**config.mk**
```make
export PLATFORM = sky130hd
export DESIGN_NAME = radix_text_to_integer_parser_top
export DESIGN_NICKNAME = d
export VERILOG_FILES = /design/src/sv/rtip_pkg.sv /design/src/sv/radix_text_to_integer_parser_top.sv
export SDC_FILE = /design/constraint.sdc
export NUM_CORES = 1
export LEC_CHECK = 0
export ABC_AREA = 1
export BUFFER_PORTS_ARGS = -buffer_cell sky130_fd_sc_hd__buf_2
export CAP_MARGIN = 5
export CORE_MARGIN = 2
export CORE_UTILIZATION = 58
export CTS_BUF_LIST = sky130_fd_sc_hd__clkbuf_4 sky130_fd_sc_hd__clkbuf_8
export CTS_CLUSTER_DIAMETER = 100
export CTS_CLUSTER_SIZE = 10
export DETAILED_ROUTE_END_ITERATION = 8
export PLACE_DENSITY = 0.73
export SETUP_SLACK_MARGIN = 0.15
export SLEW_MARGIN = 20
export SYNTH_ARGS = -nofsm -noshare
export SYNTH_HDL_FRONTEND = slang
export SYNTH_SLANG_ARGS = --single-unit
```
**constraint.sdc**
```tcl
create_clock -name clk -period 14.8 [get_ports clk]
set_input_delay 1.48 -clock clk [delete_from_list [all_inputs] [get_ports clk]]
set_output_delay 1.48 -clock clk [all_outputs]
set_load 0.05 [all_outputs]
```
**src/sv/rtip_pkg.sv**
```systemverilog
// Shared types and constants of the radix text-to-integer parser.
package rtip_pkg;

  localparam int VALUE_WIDTH    = 32;
  localparam int POSITION_WIDTH = 16;
  localparam int CHAR_WIDTH     = 16;
  localparam int RADIX_WIDTH    = 6;
  localparam int STATUS_WIDTH   = 2;

  localparam logic [STATUS_WIDTH-1:0] STATUS_OK    = 2'd0;
  localparam logic [STATUS_WIDTH-1:0] STATUS_RANGE = 2'd1;
  localparam logic [STATUS_WIDTH-1:0] STATUS_BASE  = 2'd2;

  localparam logic [RADIX_WIDTH-1:0] RADIX_RESET = 6'd10;
  localparam logic [RADIX_WIDTH-1:0] RADIX_AUTO  = 6'd0;
  localparam logic [RADIX_WIDTH-1:0] RADIX_ONE   = 6'd1;
  localparam logic [RADIX_WIDTH-1:0] RADIX_MAX   = 6'd36;
  localparam logic [RADIX_WIDTH-1:0] BASE_MIN    = 6'd2;
  localparam logic [RADIX_WIDTH-1:0] BASE_OCT    = 6'd8;
  localparam logic [RADIX_WIDTH-1:0] BASE_DEC    = 6'd10;
  localparam logic [RADIX_WIDTH-1:0] BASE_HEX    = 6'd16;
  localparam logic [RADIX_WIDTH-1:0] ALPHA_BASE  = 6'd10;

  localparam logic [CHAR_WIDTH-1:0] CHAR_SPACE = 16'h0020;
  localparam logic [CHAR_WIDTH-1:0] CHAR_PLUS  = 16'h002B;
  localparam logic [CHAR_WIDTH-1:0] CHAR_MINUS = 16'h002D;
  localparam logic [CHAR_WIDTH-1:0] CHAR_ZERO  = 16'h0030;
  localparam logic [CHAR_WIDTH-1:0] CHAR_NINE  = 16'h0039;
  localparam logic [CHAR_WIDTH-1:0] CHAR_UC_A  = 16'h0041;
  localparam logic [CHAR_WIDTH-1:0] CHAR_UC_X  = 16'h0058;
  localparam logic [CHAR_WIDTH-1:0] CHAR_UC_Z  = 16'h005A;
  localparam logic [CHAR_WIDTH-1:0] CHAR_LC_A  = 16'h0061;
  localparam logic [CHAR_WIDTH-1:0] CHAR_LC_X  = 16'h0078;
  localparam logic [CHAR_WIDTH-1:0] CHAR_LC_Z  = 16'h007A;

  typedef struct packed {
    logic                  start_req;
    logic [CHAR_WIDTH-1:0] char_code;
  } char_beat_t;

  typedef struct packed {
    logic signed [VALUE_WIDTH-1:0]    value;
    logic        [STATUS_WIDTH-1:0]   status;
    logic        [POSITION_WIDTH-1:0] stop_position;
  } result_beat_t;

endpackage

```
**src/sv/radix_text_to_integer_parser_top.sv**
```systemverilog
// Radix text-to-integer parser: one character per beat, one result per string.
//
// Usage:
//   char channel (char_valid, char_stall, char_beat): one character per beat;
//   start_req marks the first character of a string. A string yields one
//   result beat on the res channel at the first character that is not a digit
//   of the base; later characters are dropped until the next start.
//   cfg channel (cfg_valid, cfg_ready, cfg_data): writes the radix (0 = auto,
//   2..36); cfg_ready is always high. The radix is latched at each start.
// Output: results are registered in res_beat, or in skid while res_beat waits.
// Throughput: one character per cycle unless stalled; the digit multiply-add
//   and overflow compare sit between the parser state and result registers.
// Stall: the result register is backed by a one-beat skid register, so a
//   character is taken while a result waits; char_stall rises only once the
//   skid register holds a second result.
// Reset: rst (synchronous) sets radix 10, the parser idle and both output
//   registers empty; characters before the first start produce nothing.
module radix_text_to_integer_parser_top (
  input  logic                                   clk,
  input  logic                                   rst,
  input  logic                                   char_valid,
  output logic                                   char_stall,
  input  rtip_pkg::char_beat_t                   char_beat,
  output logic                                   res_valid,
  input  logic                                   res_stall,
  output rtip_pkg::result_beat_t                 res_beat,
  input  logic                                   cfg_valid,
  output logic                                   cfg_ready,
  input  logic [rtip_pkg::RADIX_WIDTH-1:0]       cfg_data
);

  localparam int VW     = rtip_pkg::VALUE_WIDTH;
  localparam int PW     = rtip_pkg::POSITION_WIDTH;
  localparam int RW     = rtip_pkg::RADIX_WIDTH;
  localparam int CW     = rtip_pkg::CHAR_WIDTH;
  localparam int PROD_W = VW + RW + 1;

  localparam logic [PROD_W-1:0] LIMIT_NEG = PROD_W'(1) << (VW - 1);
  localparam logic [PROD_W-1:0] LIMIT_POS = LIMIT_NEG - PROD_W'(1);
  localparam logic [PW-1:0]     POS_MAX   = {PW{1'b1}};

  localparam logic [2:0] PH_IDLE    = 3'd0;
  localparam logic [2:0] PH_LEAD    = 3'd1;
  localparam logic [2:0] PH_SIGNED  = 3'd2;
  localparam logic [2:0] PH_ZERO    = 3'd3;
  localparam logic [2:0] PH_HEXPREF = 3'd4;
  localparam logic [2:0] PH_DIGITS  = 3'd5;

  localparam logic [1:0] SEEN_NONE = 2'd0;
  localparam logic [1:0] SEEN_SOME = 2'd1;
  localparam logic [1:0] SEEN_OVER = 2'd2;

  logic [RW-1:0] radix;
  logic [2:0]    phase, phase_next;
  logic          negative, negative_next;
  logic [1:0]    digit_seen, digit_seen_next;
  logic [VW-1:0] accumulator, accumulator_next;
  logic [RW-1:0] effective_base, effective_base_next;
  logic [PW-1:0] char_position, char_position_next;

  logic                   char_take;
  logic                   res_take;
  logic                   produce;
  logic                   do_digit;
  logic                   emit_now;
  logic [PW-1:0]          emit_at;
  logic [RW:0]            digit;
  logic [RW:0]            hex_digit;
  logic [RW-1:0]          base_eff;
  logic [PROD_W-1:0]      product;
  logic [PROD_W-1:0]      limit;
  logic [CW-1:0]          ch;
  rtip_pkg::result_beat_t result;
  rtip_pkg::result_beat_t skid;
  logic                   skid_valid;

  // {valid, digit value}
  function automatic logic [RW:0] digit_of(input logic [CW-1:0] c);
    logic [RW:0] r;
    r = '0;
    if (c >= rtip_pkg::CHAR_ZERO && c <= rtip_pkg::CHAR_NINE) begin
      r = {1'b1, RW'(c - rtip_pkg::CHAR_ZERO)};
    end else if (c >= rtip_pkg::CHAR_UC_A && c <= rtip_pkg::CHAR_UC_Z) begin
      r = {1'b1, RW'(c - rtip_pkg::CHAR_UC_A) + rtip_pkg::ALPHA_BASE};
    end else if (c >= rtip_pkg::CHAR_LC_A && c <= rtip_pkg::CHAR_LC_Z) begin
      r = {1'b1, RW'(c - rtip_pkg::CHAR_LC_A) + rtip_pkg::ALPHA_BASE};
    end
    return r;
  endfunction

  assign cfg_ready  = 1'b1;
  assign char_stall = skid_valid;
  assign char_take  = char_valid && !char_stall;
  assign res_take   = res_valid && !res_stall;
  assign ch         = char_beat.char_code;
  assign digit      = digit_of(ch);
  assign hex_digit  = digit_of(ch);

  always_comb begin
    phase_next          = phase;
    negative_next       = negative;
    digit_seen_next     = digit_seen;
    accumulator_next    = accumulator;
    effective_base_next = effective_base;
    char_position_next  = char_position;
    produce             = 1'b0;
    do_digit            = 1'b0;
    emit_now            = 1'b0;
    emit_at             = char_position;
    base_eff            = effective_base;
    product             = '0;
    limit               = LIMIT_POS;
    result              = '0;

    if (char_beat.start_req) begin
      negative_next      = 1'b0;
      digit_seen_next    = SEEN_NONE;
      accumulator_next   = '0;
      char_position_next = '0;
      if (radix == rtip_pkg::RADIX_ONE || radix > rtip_pkg::RADIX_MAX) begin
        produce       = 1'b1;
        result.status = rtip_pkg::STATUS_BASE;
        phase_next    = PH_IDLE;
      end else begin
        effective_base_next = radix;
        phase_next          = PH_LEAD;
      end
    end

    if (!produce) begin
      unique case (phase_next)
        PH_LEAD, PH_SIGNED: begin
          if (phase_next == PH_LEAD && ch == rtip_pkg::CHAR_SPACE) begin
            phase_next = PH_LEAD;
          end else if (phase_next == PH_LEAD && ch == rtip_pkg::CHAR_MINUS) begin
            negative_next = 1'b1;
            phase_next    = PH_SIGNED;
          end else if (phase_next == PH_LEAD && ch == rtip_pkg::CHAR_PLUS) begin
            phase_next = PH_SIGNED;
          end else if (ch == rtip_pkg::CHAR_ZERO &&
                       (effective_base_next == rtip_pkg::RADIX_AUTO ||
                        effective_base_next == rtip_pkg::BASE_HEX)) begin
            digit_seen_next = SEEN_SOME;
            phase_next      = PH_ZERO;
          end else begin
            if (effective_base_next == rtip_pkg::RADIX_AUTO) begin
              effective_base_next = rtip_pkg::BASE_DEC;
            end
            phase_next = PH_DIGITS;
            do_digit   = 1'b1;
          end
        end
        PH_ZERO: begin
          if (ch == rtip_pkg::CHAR_LC_X || ch == rtip_pkg::CHAR_UC_X) begin
            effective_base_next = rtip_pkg::BASE_HEX;
            phase_next          = PH_HEXPREF;
          end else begin
            if (effective_base_next == rtip_pkg::RADIX_AUTO) begin
              effective_base_next = rtip_pkg::BASE_OCT;
            end
            phase_next = PH_DIGITS;
            do_digit   = 1'b1;
          end
        end
        PH_HEXPREF: begin
          if (!hex_digit[RW] || hex_digit[RW-1:0] >= rtip_pkg::BASE_HEX) begin
            emit_now = 1'b1;
            emit_at  = char_position - PW'(1);
          end else begin
            phase_next = PH_DIGITS;
            do_digit   = 1'b1;
          end
        end
        PH_DIGITS: begin
          do_digit = 1'b1;
        end
        default: begin
          phase_next = PH_IDLE;
        end
      endcase

      if (do_digit) begin
        base_eff = (effective_base_next < rtip_pkg::BASE_MIN) ?
                   rtip_pkg::BASE_MIN : effective_base_next;
        limit    = negative_next ? LIMIT_NEG : LIMIT_POS;
        product  = PROD_W'(accumulator_next) * PROD_W'(base_eff) +
                   PROD_W'(digit[RW-1:0]);
        if (!digit[RW] || digit[RW-1:0] >= base_eff) begin
          emit_now = 1'b1;
          emit_at  = char_position_next;
        end else if (digit_seen_next != SEEN_OVER) begin
          if (product > limit) begin
            digit_seen_next = SEEN_OVER;
          end else begin
            accumulator_next = product[VW-1:0];
            digit_seen_next  = SEEN_SOME;
          end
        end
      end

      if (emit_now) begin
        produce = 1'b1;
        if (digit_seen_next == SEEN_OVER) begin
          result.value  = negative_next ? VW'(LIMIT_NEG) : VW'(LIMIT_POS);
          result.status = rtip_pkg::STATUS_RANGE;
        end else begin
          result.value  = negative_next ? -accumulator_next : accumulator_next;
          result.status = rtip_pkg::STATUS_OK;
        end
        result.stop_position = (digit_seen_next != SEEN_NONE) ? emit_at : '0;
        phase_next           = PH_IDLE;
      end else if (phase_next != PH_IDLE && char_position_next != POS_MAX) begin
        char_position_next = char_position_next + PW'(1);
      end
    end
  end

  always_ff @(posedge clk) begin
    if (rst) begin
      radix          <= rtip_pkg::RADIX_RESET;
      phase          <= PH_IDLE;
      negative       <= 1'b0;
      digit_seen     <= SEEN_NONE;
      accumulator    <= '0;
      effective_base <= rtip_pkg::RADIX_RESET;
      char_position  <= '0;
    end else begin
      if (cfg_valid && cfg_ready) begin
        radix <= cfg_data;
      end
      if (char_take) begin
        phase          <= phase_next;
        negative       <= negative_next;
        digit_seen     <= digit_seen_next;
        accumulator    <= accumulator_next;
        effective_base <= effective_base_next;
        char_position  <= char_position_next;
      end
    end
  end

  always_ff @(posedge clk) begin
    if (rst) begin
      res_valid  <= 1'b0;
      skid_valid <= 1'b0;
    end else if (skid_valid) begin
      if (res_take) begin
        res_beat   <= skid;
        skid_valid <= 1'b0;
      end
    end else if (char_take && produce) begin
      if (!res_valid || res_take) begin
        res_beat  <= result;
        res_valid <= 1'b1;
      end else begin
        skid       <= result;
        skid_valid <= 1'b1;
      end
    end else if (res_take) begin
      res_valid <= 1'b0;
    end
  end

  a_skid_needs_output: assert property (@(posedge clk) disable iff (rst)
    skid_valid |-> res_valid)
    else $error("skid register full while result register empty");

  a_idle_after_result: assert property (@(posedge clk) disable iff (rst)
    (char_take && produce) |=> (phase == PH_IDLE))
    else $error("parser not idle after emitting a result");

  a_range_saturates: assert property (@(posedge clk) disable iff (rst)
    (res_valid && res_beat.status == rtip_pkg::STATUS_RANGE) |->
    (res_beat.value == VW'(LIMIT_NEG) || res_beat.value == VW'(LIMIT_POS)))
    else $error("out-of-range result not saturated");

  a_bad_base_empty: assert property (@(posedge clk) disable iff (rst)
    (res_valid && res_beat.status == rtip_pkg::STATUS_BASE) |->
    (res_beat.value == '0 && res_beat.stop_position == '0))
    else $error("invalid-base result carries data");

  a_stall_holds_state: assert property (@(posedge clk) disable iff (rst)
    (char_stall && !$past(rst)) |=> $stable(char_position) && $stable(phase))
    else $error("parser state moved while input stalled");

endmodule

```
==> results.toml, run 1 <==
[power]
peakVddDrop_v = 0.0000432
comb_power_share_pct = 16.3
power_frac_seq_pct = 52.0
p_switching_uw = 306
cellLeakagePower_uw = 0.0104
cellPowerDensity_nw_per_um2 = 49.7
p_int_uw = 669
pwr-share-clk_pct = 31.7
switching_share_pct = 31.4

[yosys]
syn_area_per_cell_sq_um = 6.95
syn_inst = 2674
synth-adder-area-share_pct = 22.5
yosys.area_share.simple_pct = 31.9
syn_nets = 2962
synth_top_family_by_area = "simple AND/OR/NAND/NOR gates"
ys_types = 58
synthMuxAreaShare_pct = 0.0606
netlist_area_sq_um = 18600
synth_xor_area_share_pct = 2.31
synth_compound_area_share_pct = 10.3
synth_warnings = 0
synth_seq_area_share_pct = 23.5
synth-seq-cells = 168

[placement]
place_congestion = 0.972
pre_cts_ws_ns = 1.81
dpl.hpwl_mm = 41.0
io_buffers = 79

[setup_path]
start_kind = "primary input"
crit_type = "primary input to register"
cp_slowest_stage_delay_ns = 0.52
cp_max_fo = 31
crit_start = "char_beat[16]"
cp.required_ns = 15.03
cp_common_cell = "nand2_1"
cp.arrival_ns = 12.91
end_kind = "register"
cp_slowest_cell = "fa_1"
reg2reg_from = "radix[2]"

[final_layout]
layout-drive-gt1-share_pct = 7.52
n_antenna_cell = 0
fillCellCount = 2983
layout.nets = 2990
final_cell_mix = "787 x nand2_1, 346 x inv_1, 311 x nor2_1, 169 x nand3_1, 145 x a21oi_1"
area_delta_synth_final_pct = 5.39
final_common_cell = "nand2_1"

[timing]
setup_viol = 0
slew_headroom_pct = 26.0
finClkSkew_ns = 0.0147
hold_viol = 0
worst_slack_ns = 2.12
max_freq_mhz = 78.9
slew_violations = 0
worst_slew_pin_slew_ns = 1.11
setup_tns_ns = 0
post-route-min-period_ns = 12.68
grt_setup_unrepaired = "false"
post-route-period-util_pct = 85.7

[clock_tree]
tritoncts = "yes"
cts-root-buf = "clkbuf_8"
cts_sinks = 168
cts_repair_resize_count = 0
cts-hold-fix-buffers = 0
clkTransAtPathRegs_ns = 0.09
postCtsSetupRepairBufs = 0
clk_path_buf_depth = 2
clkLatencyLatePin_ns = 0.47
htree_num_levels = 4
cts-buffers-inserted = 17

[floorplan]
core_area_sq_um = 31600
die_area_sq_um = 33500
initial_core_util_pct = 58.9
die_h_um = 183
die_w_um = 183
ios = 81
fp-row-count = 65

[routing]
drc_errors = 0
drtIter0Drc = 1315
wirelength_mm = 51.2
antenna_left = 0
drt-vias-per-instance = 5.62
vias = 17500
drtPass1Iterations = 8
wl_per_cell_um = 16.4

[grt]
grt_pass1_wl_mm = 84.7
grt_pass1_vias = 16700
grt_max_degree = 83
grt_overflow = 0
antenna_found_initial = 0
grt.total_usage_pct = 31.3

[hold_path]
hold_class = "register to register"
min-delay-start = "accumulator[21]"

[status]
status = "finished, final reports clean"

[run]
cap_viol_max_count = 0
cell usage after synthesis, drive strengths merged:
library cell	count	area share (%)
o21ai	128	3.5
a31o	1	0.047
conb	1	0.020
mux2	1	0.061
fa	124	13
and2	1	0.034
or2	1	0.034
a21o	4	0.16
buf	33	1.1
nand3	173	4.8
a21oi	149	4.2
inv	360	7.3
and3	1	0.034
o221ai	1	0.047
nor4b	1	0.047
clkbuf	55	1.1
nor3b	1	0.040
a31oi	8	0.27
o211ai	12	0.48
nor4	15	0.50
nand3b	17	0.71
nor3	24	0.70
a2111oi	1	0.047
dfxtp	68	7.3
o21bai	8	0.32
a221oi	2	0.094
o211a	1	0.054
nand4	30	1.1
o2111ai	3	0.14
a211oi	7	0.28
edfxtp	100	16
ha	136	9.2
clkinv	1	0.020
nor2	331	7.0
nand2	811	17
a21boi	8	0.32
o31ai	2	0.081
xor2	39	1.8
xnor2	10	0.47
o21a	4	0.16
o22ai	1	0.034
kinds of logic (layout without fill, tap and decap cells):
| group | count (synthesis) | after routing |
|---|---|---|
| and+or+nand+nor | 1406 | 1406 |
| xor gates and xnor gates | 49 | 49 |
| other | 1 | 1 |
| AOI/OAI and AO/OA | 340 | 340 |
| buffers and inverters | 449 | 488 |
| DFF | 168 | 168 |
| adders and majority gates | 260 | 260 |
| muxes | 1 | 1 |
metrics by stage:
step	power, uW	hold WS, ns	area [sq um]	std cells	utilization (%)
floorplan	629	0.443	18600	2674	-
finish	974	0.470	19600	3115	62.1
global placement	673	0.452	19200	3085	60.9
CTS	979	0.469	19600	3115	62.1
global route	1010	0.486	19600	3115	62.1
detailed placement	674	0.455	19200	3085	60.9
routing by layer:
layer  track usage, %  part of all wire, %
met5                0                    0
met4             7.58                  1.7
met3             6.18                  9.0
met2             48.2                   44
met1             45.6                   46
worst paths after layout:
kind	to	slack [ns]	cells after the start
worst max-delay path	res_beat[44]	2.12	53
worst min-delay path	accumulator[21]	0.47	2
worst max register to register	res_beat[44]	2.82	62
worst min register to register	accumulator[21]	0.47	2
state kept, by name, indices dropped and copies added, names as in the netlist:
| name | cells |
|---|---|
| res_beat | 50 |
| skid | 50 |
| accumulator | 32 |
| char_position | 16 |
| effective_base | 6 |
| radix | 6 |
| phase | 3 |
| digit_seen | 2 |
| char_stall | 1 |
| negative | 1 |
| res_valid | 1 |
cell type report:
class,instances,area [sq um],area share (%)
repair buffers,97,531,2.71
well taps,402,503,2.57
flip-flops and latches,168,4370,22.3
inverters,361,1360,6.92
clock inverters,13,124,0.632
multi-input cells,2057,12500,63.7
clock buffers,17,234,1.19
worst max-delay path, delay by kind of cell:
family | cells | cell delay, ns
xor+xnor | 1 | 0.20
fa+ha+maj | 7 | 2.69
simple gates | 30 | 4.92
compound gates | 9 | 2.05
buf+inv | 6 | 1.55
power groups by stage:
stage / combinational, uW / sequential (uW) / clock (uW)
global placement: 156 / 517 / 0
finish: 159 / 507 / 309
floorplan: 90.7 / 538 / 0
detailed placement: 157 / 517 / 0
CTS: 157 / 507 / 315
global route: 173 / 508 / 332
(Power assumes the default switching activity.)
==> inputs of run 2 (changes only) <==
--- a/config.mk
+++ b/config.mk
@@ -8,7 +8,6 @@
 export ABC_AREA = 1
 export BUFFER_PORTS_ARGS = -buffer_cell sky130_fd_sc_hd__buf_2
 export CAP_MARGIN = 5
-export CORE_MARGIN = 2
 export CORE_UTILIZATION = 58
 export CTS_BUF_LIST = sky130_fd_sc_hd__clkbuf_4 sky130_fd_sc_hd__clkbuf_8
 export CTS_CLUSTER_DIAMETER = 100
==> run 2 against run 1 <==
Net effect:
- sequential power hardly changed
- routed wire length hardly changed
- via count is 0.51% higher
- clock power hardly changed
- clock skew is 0.0040 ns higher
- worst setup slack worse by 0.15 ns
- first-iteration DRC count is 22% higher
- global-route usage is 1.1 points higher
- core utilization is 0.095 points lower
- highest routed layer unchanged
==> results.toml, run 2 (synthesis results as in run 1) <==
[power]
cellLeakagePower_uw = 0.0104
peakVddDrop_v = 0.0000445
cellPowerDensity_nw_per_um2 = 49.9
comb_power_share_pct = 16.2
switching_share_pct = 31.5
p_switching_uw = 307
p_int_uw = 668
power.total_uw = 975
power_frac_seq_pct = 52.0
pwr-share-clk_pct = 31.9

[setup_path]
cp_slowest_stage_delay_ns = 0.68
start_kind = "primary input"
r2r-end = "res_beat[44]"
worstRegToRegCells = 61
cp_slowest_cell = "inv_1"
end_kind = "register"
cp_common_cell = "nand2_1"
cp_max_fo = 31
cp.required_ns = 15.03
reg2reg_from = "radix[2]"
crit_type = "primary input to register"
cp.arrival_ns = 13.07
regToRegSetupSlack_ns = 2.69

[routing]
wl_per_cell_um = 16.5
drc_errors = 0
wirelength_mm = 51.2
vias = 17600
drt-vias-per-instance = 5.65
antenna_left = 0
drtPass1Iterations = 6
drtIter0Drc = 1610

[final_layout]
finish.utilization_pct = 62.0
final_cell_mix = "787 x nand2_1, 346 x inv_1, 311 x nor2_1, 169 x nand3_1, 145 x a21oi_1"
final_common_cell = "nand2_1"
area_delta_synth_final_pct = 5.23
layout-drive-gt1-share_pct = 7.38
layout.nets = 2986
reg_top3 = "res_beat x50, skid x50, accumulator x32"
fillCellCount = 3016
n_antenna_cell = 0

[timing]
slew_headroom_pct = 21.7
grt_setup_unrepaired = "false"
hold_viol = 0
max_freq_mhz = 77.9
worst_slew_pin_slew_ns = 1.17
post-route-min-period_ns = 12.83
setup_tns_ns = 0
setup_viol = 0
slew_violations = 0
post-route-period-util_pct = 86.7
finClkSkew_ns = 0.0186

[hold_path]
hold_class = "register to register"
min-delay-start = "accumulator[22]"
holdPathEnd = "accumulator[22]"
hold-path-cell-count = 2

[floorplan]
die_h_um = 181
ios = 81
fp-row-count = 65
die_area_sq_um = 32800
core_area_sq_um = 31600
die_w_um = 181
initial_core_util_pct = 58.9

[grt]
grt_overflow = 0
grt.total_usage_pct = 32.5
grt_max_degree = 73
grt_pass1_wl_mm = 85.9
antenna_found_initial = 0
grt_pass1_vias = 16800

[placement]
io_buffers = 79
dpl.hpwl_mm = 41.3
place_congestion = 0.968

[run]
cap_viol_max_count = 0

[clock_tree]
cts_repair_resize_count = 0
cts-root-buf = "clkbuf_8"
postCtsSetupRepairBufs = 0
clk_path_buf_depth = 2
htree_num_levels = 4
clkLatencyLatePin_ns = 0.49
cts-hold-fix-buffers = 0
clkTransAtPathRegs_ns = 0.09
tritoncts = "yes"
cts-buffers-inserted = 17
cts_sinks = 168

[status]
status = "finished, final reports clean"
-- run 2: changes by cell type in the layout (fill, tap and decap cells not counted), sizes merged --
cell / before / now
buf: 97 / 93
clkinv: 2 / 6
clkinvlp: 7 / 4
-- run 2: layout make-up --
class	count	area, sq um	area share, %
Sequential cell	168	4370	22.3
Multi-Input combinational cell	2057	12500	63.8
Tap cell	402	503	2.57
Clock inverter	14	125	0.640
Inverter	361	1360	6.93
Clock buffer	17	234	1.20
Timing Repair Buffer	93	500	2.56
-- run 2: worst max-delay path by stage --
stage / end / slack [ns] / start / cells after the start
2_1_floorplan: res_beat[38] / 5.04 / char_beat[4] / 56
3_3_place_gp: res_beat[44] / 1.82 / char_beat[16] / 58
3_5_place_dp: res_beat[44] / 1.67 / char_beat[16] / 57
4_1_cts: res_beat[44] / 2.13 / char_beat[16] / 57
5_1_grt: res_beat[44] / 0.85 / char_beat[16] / 55
6_report: res_beat[44] / 1.97 / char_beat[16] / 58
-- run 2: metrics by stage --
stage,instances,setup slack [ns],instance area [sq um],hold WS (ns)
global placement,3081,1.82,19200,0.452
CTS,3112,2.13,19600,0.474
floorplan,2674,5.04,18600,0.443
finish,3112,1.97,19600,0.471
global route,3112,0.853,19600,0.489
detailed placement,3081,1.67,19200,0.460
-- run 2: routing by layer --
layer / track usage [%] / wire length [um]
met1: 47.4 / 23800
met2: 49.9 / 22200
met3: 5.22 / 4240
met4: 8.44 / 937
met5: 0 / 0
-- run 2: critical path: cells and delay by family --
kind / cells / cell delay (ns)
AO/OA/AOI/OAI: 7 / 1.40
AND/OR/NAND/NOR: 33 / 5.20
adder cells (fa/ha/maj): 7 / 2.93
XOR/XNOR: 1 / 0.23
buffers and inverters: 10 / 1.75
-- run 2: power groups by stage --
stage | Clock [uW] | Combinational (uW) | Sequential [uW]
2_1_floorplan | 0 | 90.7 | 538
3_3_place_gp | 0 | 153 | 518
3_5_place_dp | 0 | 155 | 518
4_1_cts | 316 | 156 | 507
5_1_grt | 334 | 171 | 508
6_report | 311 | 158 | 507
